### src/sv/hgo_pkg.sv
`timescale 1ns / 1ps
package hgo_pkg;

    localparam int GRID_ROWS_DEF  = 1024;
    localparam int GRID_COLS_DEF  = 1024;
    localparam int COORD_BITS_DEF = 24;

    localparam int VOX_W      = 10;  // voxel size register
    localparam int DIM_W      = 11;  // rows or columns in use
    localparam int HIT_W      = 8;   // per-frame hit count
    localparam int IDX_OUT_W  = 10;  // reported row and column
    localparam int CFG_IDX_W  = 3;
    localparam int EPOCH_BITS = 8;

    localparam logic [HIT_W-1:0]      HIT_MAX   = '1;
    localparam logic [EPOCH_BITS-1:0] EPOCH_MAX = '1;

    localparam logic [VOX_W-1:0] VOX_RST     = 10'd100;
    localparam logic [HIT_W-1:0] MIN_PTS_RST = 8'd5;
    localparam logic [DIM_W-1:0] DIM_RST     = 11'd1000;
    localparam int               ORIGIN_RST  = -50000;
    localparam int               MOH_RST     = 100;

    typedef enum logic [CFG_IDX_W-1:0] {
        CFG_VOXEL_SIZE   = 3'd0,
        CFG_ORIGIN_X     = 3'd1,
        CFG_ORIGIN_Y     = 3'd2,
        CFG_MIN_OBST_H   = 3'd3,
        CFG_MIN_POINTS   = 3'd4,
        CFG_ROWS_IN_USE  = 3'd5,
        CFG_COLS_IN_USE  = 3'd6
    } t_cfg_idx;

    typedef struct packed {
        logic load;
        logic prep;
        logic clr_en;
        logic clr_map;
        logic check;
        logic div_step;
        logic addr_en;
        logic rd_en;
        logic emit;
    } t_cmd;

    typedef struct packed {
        logic wrap;
        logic clr_last;
    } t_sts;

endpackage

### src/sv/hgo_ctrl.sv
`timescale 1ns / 1ps
module hgo_ctrl import hgo_pkg::*; #(
    parameter int Q_BITS = 10
) (
    input  logic i_clk,
    input  logic i_rst_n,
    input  logic i_s_tvalid,
    output logic o_s_tready,
    output logic o_m_tvalid,
    input  logic i_m_tready,
    input  t_sts i_sts,
    output t_cmd o_cmd
);

    localparam int STEP_W = $clog2(Q_BITS);
    localparam logic [STEP_W-1:0] STEP_LAST = STEP_W'(Q_BITS - 1);

    typedef enum logic [3:0] {
        S_CLR_ALL,
        S_IDLE,
        S_PREP,
        S_CLR_FRM,
        S_CHECK,
        S_DIV,
        S_ADDR,
        S_READ,
        S_UPD
    } t_state;

    t_state            r_state, n_state;
    logic [STEP_W-1:0] r_step, n_step;
    logic              r_out_valid, n_out_valid;
    logic              out_free;
    t_cmd              cmd;

    assign out_free = !r_out_valid || i_m_tready;

    always_comb begin
        n_state = r_state;
        n_step  = r_step;
        cmd     = '0;
        case (r_state)
            S_CLR_ALL: begin
                cmd.clr_en  = 1'b1;
                cmd.clr_map = 1'b1;
                if (i_sts.clr_last) begin
                    n_state = S_IDLE;
                end
            end
            S_IDLE: begin
                if (i_s_tvalid) begin
                    cmd.load = 1'b1;
                    n_state  = S_PREP;
                end
            end
            S_PREP: begin
                cmd.prep = 1'b1;
                n_state  = i_sts.wrap ? S_CLR_FRM : S_CHECK;
            end
            S_CLR_FRM: begin
                cmd.clr_en = 1'b1;
                if (i_sts.clr_last) begin
                    n_state = S_CHECK;
                end
            end
            S_CHECK: begin
                cmd.check = 1'b1;
                n_step    = '0;
                n_state   = S_DIV;
            end
            S_DIV: begin
                cmd.div_step = 1'b1;
                if (r_step == STEP_LAST) begin
                    n_state = S_ADDR;
                end else begin
                    n_step = r_step + 1'b1;
                end
            end
            S_ADDR: begin
                cmd.addr_en = 1'b1;
                n_state     = S_READ;
            end
            S_READ: begin
                cmd.rd_en = 1'b1;
                n_state   = S_UPD;
            end
            S_UPD: begin
                // Hold the cell write until the result register can take the item.
                if (out_free) begin
                    cmd.emit = 1'b1;
                    n_state  = S_IDLE;
                end
            end
            default: begin
                n_state = S_IDLE;
            end
        endcase
        n_out_valid = cmd.emit ? 1'b1 : (i_m_tready ? 1'b0 : r_out_valid);
    end

    always_ff @(posedge i_clk) begin
        if (!i_rst_n) begin
            r_state     <= S_CLR_ALL;
            r_step      <= '0;
            r_out_valid <= 1'b0;
        end else begin
            r_state     <= n_state;
            r_step      <= n_step;
            r_out_valid <= n_out_valid;
        end
    end

    assign o_s_tready = (r_state == S_IDLE);
    assign o_m_tvalid = r_out_valid;
    assign o_cmd      = cmd;

endmodule

### config.mk
export PLATFORM = sky130hd
export DESIGN_NAME = hgo_ctrl
export DESIGN_NICKNAME = d
export VERILOG_FILES = /design/src/sv/hgo_pkg.sv /design/src/sv/hgo_ctrl.sv
export SDC_FILE = /design/constraint.sdc
export NUM_CORES = 1
export LEC_CHECK = 0
export BUFFER_PORTS_ARGS = -buffer_cell sky130_fd_sc_hd__buf_2
export CAP_MARGIN = 30
export CORE_AREA = 3 3 40 42
export DETAILED_ROUTE_END_ITERATION = 7
export DIE_AREA = 0 0 43 45
export HOLD_SLACK_MARGIN = 0.1
export PLACE_DENSITY = 0.73
export SLEW_MARGIN = 15
export SYNTH_ARGS = -nofsm -noshare
export SYNTH_HDL_FRONTEND = slang
export SYNTH_SLANG_ARGS = --single-unit
### constraint.sdc
create_clock -name i_clk -period 1.8 [get_ports i_clk]
set_input_delay 0.45 -clock i_clk [delete_from_list [all_inputs] [get_ports i_clk]]
set_output_delay 0.45 -clock i_clk [all_outputs]
set_load 0.01 [all_outputs]
==> results.toml, run 1 <==
[timing]
period_minus_slack_ps = 1850
finalHoldViolCount = 0
worstMarginPinSlew_ps = 318
setup_ws_ps = -51.4
finalCritPeriodShare = 1.03
setup_viol = 1
grt_setup_unrepaired = "yes"
fin_hold_ws_ps = 466
skew_ps = 0.752
slew_headroom = 0.787
drv_slew = 0
fmax_mhz = 540

[critical_path]
start_kind = "register"
ff2ff_setup_slack_ps = 160
rr_endpoint = "r_state[1]$_SDFFE_PN0P_"
cp-end-kind = "output port"
cp_data_required_time_ps = 1350
cp_cell_sequence = "or4b_4, and2b_1, buf_2"
slowest_stage = "or4b_4"
critPathMaxStageDelay_ps = 520
worstPathArrival_ps = 1400
critPathMaxFanout = 2
reg2reg_depth = 6
crit_type = "register to output port"
rr_startpoint = "r_state[1]$_SDFFE_PN0P_"

[grt]
grt_pass1_wl_mm = 2.28
grt_pass1_vias = 520
grt_usage = 0.159
grt_overflow = 0
grt_max_degree = 13
antenna_found_initial = 0

[min_path]
whs_path_depth = 3
hold_end = "r_state[0]$_SDFFE_PN0P_"
hp-class = "input pin to register"
holdCritStartpoint = "i_rst_n"

[final_layout]
layout-drive-gt1-share = 0.359
num_antenna_cells = 0
multi_input_area_sq_um = 387
regArea_sq_um = 181
utilization = 0.592
area_delta_synth_final_pct = 26.9
n_fill_cell = 109
layout.nets = 101

[detailed_routing]
wl_mm = 1.33
vias = 568
dr.pass1.iters = 4
wl_per_cell_um = 12.4
drtIter0Drc = 23
route.antenna.remaining_nets = 0
route.detailed.drc = 0
routed_via_density = 5.31

[floorplan]
pin_count = 17
die_area_sq_mm = 0.00194
fp.dieW_um = 43
fp-row-count = 13
initial_core_util = 0.466
coreArea_sq_mm = 0.00128
dieHeight_um = 45

[logic_synthesis]
yosysTopAreaCellShare = 0.301
synth.most_common_cell = "dfxtp_1"
synth_area_leaders = "dfxtp_1 30%, nor2_1 4.4%, ha_1 4.2%, buf_6 3.8%, o211a_1 3.3%"
synth_area_per_cell_sq_um = 8.56
ys_ff_latch = 9
ys_top_cells_by_count = "9 x dfxtp_1, 7 x nor2_1, 4 x inv_1, 4 x nand2_1, 3 x and2_1"
synth_edf_count = 0
synthFlopType = "dfxtp_1"
yosysTopAreaCell = "dfxtp_1"
netlist_instances = 70
syn_nets = 78
ys_seq_area_frac = 0.301
yosys_warnings = 0
ys_types = 35
ys_async_sr_fraction = 0
netlist_area_sq_um = 599

[placement]
dp_hpwl_um = 989
gp_congestion = 0.826
numPortBuffers = 16

[run_status]
violations = "negative setup slack"
status = "finished with violations"

[clock_network]
numCtsBuffers = 3
cts_hold_buf = 0
cts_tree = "yes"
clk_pin_slew_ps = 60
cts_buffer_depth = 2
clk_latency_ps = 260
htreeDepth = 1
clock-sinks = 9
cts_root_buf = "clkbuf_4"

[power]
total_power_w = 0.000975
power.leakage_nw = 0.370
ir_drop_mv = 0.475
p_per_area_mw_per_mm2 = 1280

[flow_run]
max_cap_violations = 0
[routing by layer]
layer  wire (um)  global-route usage
met1         578               0.184
met4           0              0.0542
met3          71              0.0598
met2         677               0.269
met5           0                   0
[worst max-delay path by stage]
stage	depth (start not counted)	end	startpoint
after floorplan	4	o_cmd[0]	r_state[3]$_SDFFE_PN0P_
after global placement	3	o_cmd[0]	r_state[1]$_SDFFE_PN0P_
after detailed placement	3	o_cmd[0]	r_state[0]$_SDFFE_PN0P_
after CTS	3	o_cmd[0]	r_state[2]$_SDFFE_PN0P_
after global routing	3	o_cmd[0]	r_state[2]$_SDFFE_PN0P_
final	3	o_cmd[0]	r_state[2]$_SDFFE_PN0P_
[cells by family (layout without fill, tap and decap cells)]
logic type                 Yosys count  count (layout)  synth area share
AOI/OAI and AO/OA                   12              12             0.148
xor gates and xnor gates             3               3            0.0438
adders and majority gates            2               2            0.0417
buffers and inverters                9              31            0.0919
DFF                                  9               9             0.301
and+or+nand+nor                     35              35             0.374
[layout make-up]
cell class                 count  area share
tap                           15      0.0247
inverter                       4      0.0197
sequential                     9       0.238
clock buffer                   4      0.0345
timing repair buffer          23       0.174
multi-input combinational     52       0.508
[worst max-delay path: cells and delay by family, from the launching register on]
kind / cells / cell delay [ps]
buffers and inverters: 1 / 120
and+or+nand+nor: 2 / 710
DFF: 1 / 310
[where the power goes]
part,total (W),internal (W),switching [W]
Sequential,0.000261,0.000233,0.0000275
Clock,0.000158,0.0000856,0.0000722
Combinational,0.000556,0.000243,0.000313
Total,0.000975,0.000562,0.000413
[stage by stage]
stage / area [sq um] / setup slack [ps] / TNS, ps / instances
after floorplan: 599 / 141 / 0 / 70
after global placement: 696 / 197 / 0 / 101
after detailed placement: 696 / 177 / 0 / 101
after CTS: 739 / -70.9 / -70.9 / 106
after global routing: 761 / -115 / -216 / 107
final: 761 / -51.4 / -51.4 / 107
[flip-flops by register name (all words and copies together), names as in the netlist]
name and count:
r_state 4, o_m_tvalid 1, r_step 4
[placed cells by master (no fill, tap or decap), types with 2 or more instances in the layout]
cell type | Yosys | routed
inv_1 | 4 | 4
nand2b_1 | 2 | 2
nand4_1 | 2 | 2
nand2_1 | 4 | 4
and2_1 | 3 | 3
dfxtp_1 | 9 | 8
xor2_1 | 2 | 2
nor2_4 | 1 | 2
nor3_1 | 2 | 2
nand3b_1 | 2 | 2
nand3_1 | 2 | 2
ha_1 | 2 | 2
a21boi_0 | 2 | 2
a21oi_1 | 2 | 2
o21ai_0 | 2 | 2
nor2_1 | 7 | 6
o211a_1 | 2 | 2
buf_4 | 1 | 7
clkbuf_4 | 0 | 3
buf_2 | 2 | 16
[repair_timing]
action / in CTS / in global routing
cloned: 0 / 0
setup endpoints to repair: 2 / 6
gates resized for setup: 2 / 3
pin swaps: 1 / 3
setup buffers: 1 / 1
(Power assumes the default switching activity.)
==> run 2: changes to the inputs <==
ABC_AREA = 1   (was unset)
CORE_AREA = unset   (was 3 3 40 42)
CORE_UTILIZATION = 49   (was unset)
DIE_AREA = unset   (was 0 0 43 45)
PLACE_DENSITY = 0.77   (was 0.73)
==> run 2 against run 1 <==
  * Critical path type unchanged
  * Power increased by 25%
  * The run now ends clean
  * Critical endpoint unchanged
  * Largest power group unchanged
  * Via count grew 14%
  * Utilization increased by 7.1 points
  * Highest routed layer is now met4
  * Register-to-register slack better by 400 ps
  * Maximum frequency up 9.9%
  * Area after synthesis rose by 6.7%
  * Count of clock-buffer cells in the layout unchanged
  * Worst hold slack got worse by 18 ps
  * Setup slack better by 170 ps
==> results.toml, run 2 <==
[run_status]
status = "completed"

[power]
p_seq_frac = 0.271
sw_frac_of_total = 0.500
p_int_w = 0.000611
ir_drop_mv = 0.831
p_clk_frac = 0.127
power.leakage_nw = 0.438
p_per_area_mw_per_mm2 = 1590
pwr-share-comb = 0.602
p_sw_w = 0.000611

[timing]
slew_headroom = 0.805
worstMarginPinSlew_ps = 292
setup_ws_ps = 115
setup_viol = 0
finalHoldViolCount = 0
grt_setup_unrepaired = "no"
finalCritPeriodShare = 0.936
period_minus_slack_ps = 1680
drv_slew = 0
fmax_mhz = 594
skew_ps = 5.12
setup-tns-final_ps = 0

[critical_path]
crit_type = "register to output port"
start_kind = "register"
worstPathArrival_ps = 1230
cp_data_required_time_ps = 1350
critPathMaxFanout = 6
cp-end-kind = "output port"

[final_layout]
most-common-layout-cells = "23 x nand2_1, 22 x nor2_1, 16 x buf_2"
layout-drive-gt1-share = 0.282
n_fill_cell = 118
regArea_sq_um = 181
num_antenna_cells = 0
final_common_cell = "nand2_1"
area_delta_synth_final_pct = 20.0
multi_input_area_sq_um = 394
layout.nets = 133

[logic_synthesis]
ys_top_cells_by_count = "23 x nand2_1, 22 x nor2_1, 15 x inv_1"
synth.most_common_cell = "nand2_1"
synth_area_per_cell_sq_um = 6.09
synth_edf_count = 0
ys_ff_latch = 9
synth_area_leaders = "dfxtp_1 28%, nand2_1 14%, nor2_1 13%, inv_1 8.8%, nand3_1 7.8%"
netlist_area_sq_um = 639
ys_types = 16
ys_seq_area_frac = 0.282
yosysTopAreaCellShare = 0.282
yosys_warnings = 0
ys_async_sr_fraction = 0
yosysTopAreaCell = "dfxtp_1"
syn_nets = 113
netlist_instances = 105
synthFlopType = "dfxtp_1"

[placement]
place_ws_ps = 315
dp_hpwl_mm = 1.01
numPortBuffers = 16
gp_congestion = 0.794

[clock_network]
clk_pin_slew_ps = 60
cts_hold_buf = 0
clk_latency_ps = 260
cts_tree = "yes"
clock-sinks = 9
numCtsBuffers = 3
cts_buffer_depth = 2
cts_root_buf = "clkbuf_4"
htreeDepth = 1

[grt]
grt_max_degree = 9
grt_pass1_wl_mm = 2.12
antenna_found_initial = 0
grt_pass1_vias = 557
grt_overflow = 0
grt_usage = 0.207

[detailed_routing]
wl_mm = 1.28
dr.pass1.iters = 4
routed_via_density = 4.68
drtIter0Drc = 9
wl_per_cell_um = 9.24
wl_met2_um = 621
drt-met1-wl_um = 594
highest_layer = "met4"
wl_met3_um = 48
route.detailed.drc = 0
vias = 646
route.antenna.remaining_nets = 0

[min_path]
hp-class = "input pin to register"

[floorplan]
pin_count = 17
fp-row-count = 12
coreArea_sq_mm = 0.00116
die_area_sq_mm = 0.00145
initial_core_util = 0.553
fp.dieW_um = 38.1
dieHeight_um = 38.1

[flow_run]
max_cap_violations = 0
## run 2: per-stage QoR
step,instances,util,instance area [sq um],total power [W],hold WS [ps]
6_report,138,0.663,767,0.00122,448
5_1_grt,138,0.663,767,0.00136,463
4_1_cts,138,0.654,756,0.00120,456
3_5_place_dp,134,0.631,729,0.00104,514
3_3_place_gp,134,0.631,729,0.00104,497
2_1_floorplan,105,-,639,0.000867,474
## run 2: layout make-up
type | count | share of cell area
clock buffers | 4 | 0.0343
well taps | 14 | 0.0228
inverters | 18 | 0.0881
multi-input cells | 77 | 0.514
repair buffers | 16 | 0.104
flip-flops and latches | 9 | 0.237
## run 2: cell families (layout without fill, tap and decap cells)
family | count (synthesis) | after routing | synth area share
compound gates | 7 | 7 | 0.0548
fa+ha+maj | 2 | 2 | 0.0391
buf+inv | 19 | 38 | 0.117
flops | 9 | 9 | 0.282
simple gates | 68 | 68 | 0.507
## run 2: per-layer routing
layer | vias up | global-route usage
met5 | - | 0
met4 | 0 | 0.107
met3 | 2 | 0.0174
met2 | 15 | 0.360
met1 | 269 | 0.250
li1 | 360 | -
## run 2: final timing paths
| kind | startpoint | endpoint | slack (ps) | cells after the start |
|---|---|---|---|---|
| setup / recovery | r_state[1]$_SDFFE_PN0P_ | o_cmd[0] | 120 | 4 |
| hold / removal | i_rst_n | r_state[2]$_SDFFE_PN0P_ | 450 | 3 |
| setup reg to reg | r_state[3]$_SDFFE_PN0P_ | r_state[2]$_SDFFE_PN0P_ | 560 | 7 |
| hold reg to reg | r_step[2]$_SDFFE_PN0P_ | r_step[2]$_SDFFE_PN0P_ | 520 | 2 |
## run 2: worst max-delay path, stage by stage, from the launching register on
cell,delay (ps)
dfxtp_1,390
nor2_4,180
nand2_1,110
nor3_2,140
buf_2,160
## run 2: what timing repair did
item	CTS	global route
endpoints found under the setup margin	0	4
buffers inserted	0	0
gates resized for setup	0	3
## run 2: power by group through the flow
stage	clock network [W]	logic (W)	registers (W)
2_1_floorplan	0	0.000556	0.000311
4_1_cts	0.000158	0.000724	0.000319
5_1_grt	0.000167	0.000854	0.000342
6_report	0.000155	0.000736	0.000332
3_3_place_gp	0	0.000721	0.000320
3_5_place_dp	0	0.000719	0.000324
==> run 3: changes to the inputs <==
BUFFER_PORTS_ARGS = unset   (was -buffer_cell sky130_fd_sc_hd__buf_2)
CORE_AREA = 2 2 39 41   (was unset)
CORE_UTILIZATION = unset   (was 49)
DIE_AREA = 0 0 41 43   (was unset)
DONT_BUFFER_PORTS = 1   (was unset)
PLACE_DENSITY = 0.65   (was 0.77)
==> run 3 against run 2 <==
  * Final area down 11%
  * Clock power about the same
  * Flip-flop and latch count unchanged
  * Power down 7.0%
  * Routed wire length down 4.8%
  * Critical endpoint is now o_cmd[8]
  * Largest cell class unchanged
==> results.toml, run 3 (synthesis results as in run 2) <==
[floorplan]
initial_core_util = 0.462
pin_count = 17
dieHeight_um = 43
fp.dieW_um = 41
fp-row-count = 14
die_area_sq_mm = 0.00176
coreArea_sq_mm = 0.00138

[timing]
setup_viol = 0
worstMarginPinSlew_ps = 297
grt_setup_unrepaired = "no"
setup-tns-final_ps = 0
drv_slew = 0
period_minus_slack_ps = 1680
skew_ps = 1.37
finalHoldViolCount = 0
slew_headroom = 0.802
finalCritPeriodShare = 0.931
fmax_mhz = 597

[power]
ir_drop_mv = 0.580
power.leakage_nw = 0.361
p_per_area_mw_per_mm2 = 1660
total_power_w = 0.00114

[placement]
dpl-instance-area_sq_um = 652
numPortBuffers = 0
gp_congestion = 0.745
dp_hpwl_um = 977

[detailed_routing]
wl_per_cell_um = 9.79
route.antenna.remaining_nets = 0
drtIter0Drc = 12
route.detailed.drc = 0
vias = 600
routed_via_density = 4.84
wl_mm = 1.21
dr.pass1.iters = 4

[final_layout]
num_antenna_cells = 0
utilization = 0.494
n_fill_cell = 162
layout.nets = 117
area_delta_synth_final_pct = 6.85
final_common_cell = "nand2_1"
most-common-layout-cells = "23 x nand2_1, 22 x nor2_1, 15 x inv_1"
layout-drive-gt1-share = 0.167
stdcell_area_sq_um = 683

[critical_path]
cp_data_required_time_ps = 1350
cp_cell_sequence = "nor2_2, nand2_1, nor2_1"
worstPathArrival_ps = 1230
critPathMaxFanout = 8
slowest_stage = "dfxtp_1"
critPathMaxStageDelay_ps = 350
cp-end-kind = "output port"
start_kind = "register"
crit_buf_inv = 0
path_delay_family = "simple AND/OR/NAND/NOR gates"
ff2ff_setup_slack_ps = 520
crit_type = "register to output port"

[min_path]
hp-class = "input pin to register"

[clock_network]
cts_tree = "yes"
clk_pin_slew_ps = 60
numCtsBuffers = 3
clk_latency_ps = 260
clock-sinks = 9
cts_hold_buf = 0
cts_buffer_depth = 2
htreeDepth = 1
cts_root_buf = "clkbuf_4"

[grt]
grt_pass1_vias = 523
antenna_found_initial = 0
grt_pass1_wl_mm = 2.06
grt_max_degree = 9
grt_usage = 0.180
grt_overflow = 0

[run_status]
status = "completed"

[flow_run]
max_cap_violations = 0
[run 3: metrics by stage]
| step | setup slack [ps] | hold WS [ps] | instances |
|---|---|---|---|
| final | 125 | 301 | 124 |
| after CTS | 60.3 | 291 | 124 |
| after global placement | 385 | 490 | 120 |
| after global routing | 2.86 | 293 | 124 |
| after detailed placement | 358 | 500 | 120 |
| after floorplan | 408 | 474 | 105 |
[run 3: path summary, 6_finish.rpt]
| check | from | to | cells after the start |
|---|---|---|---|
| max | r_state[3]$_SDFFE_PN0P_ | o_cmd[8] | 3 |
| min | i_rst_n | r_state[1]$_SDFFE_PN0P_ | 2 |
| max reg2reg | r_step[1]$_SDFFE_PN0P_ | r_step[1]$_SDFFE_PN0P_ | 8 |
| min reg2reg | r_step[2]$_SDFFE_PN0P_ | r_step[2]$_SDFFE_PN0P_ | 2 |
[run 3: layout make-up]
| class | instances | area [sq um] | share of cell area |
|---|---|---|---|
| Tap cell | 16 | 20.0 | 0.0293 |
| Clock buffer | 4 | 26.3 | 0.0385 |
| Multi-Input combinational cell | 77 | 389 | 0.570 |
| Inverter | 18 | 67.6 | 0.0989 |
| Sequential cell | 9 | 180 | 0.264 |
[run 3: repair_timing]
action,4_1_cts,5_1_grt
resized for setup,0,1
setup endpoints to repair,0,1
buffers inserted,0,0
endpoints found under the hold margin,0,0
[run 3: where the power goes]
group / total [W] / switching (W) / leakage (nW) / internal, W
sequential: 0.000326 / 0.0000746 / 0.0735 / 0.000252
combinational: 0.000654 / 0.000447 / 0.272 / 0.000207
clock: 0.000156 / 0.0000708 / 0.0150 / 0.0000855
[run 3: metal layers]
metal,vias to the layer above,track usage,part of all wire
met5,-,0,0
met4,0,0.140,0.012
met3,2,0.0471,0.035
met2,13,0.259,0.46
met1,255,0.213,0.49
li1,330,-,-
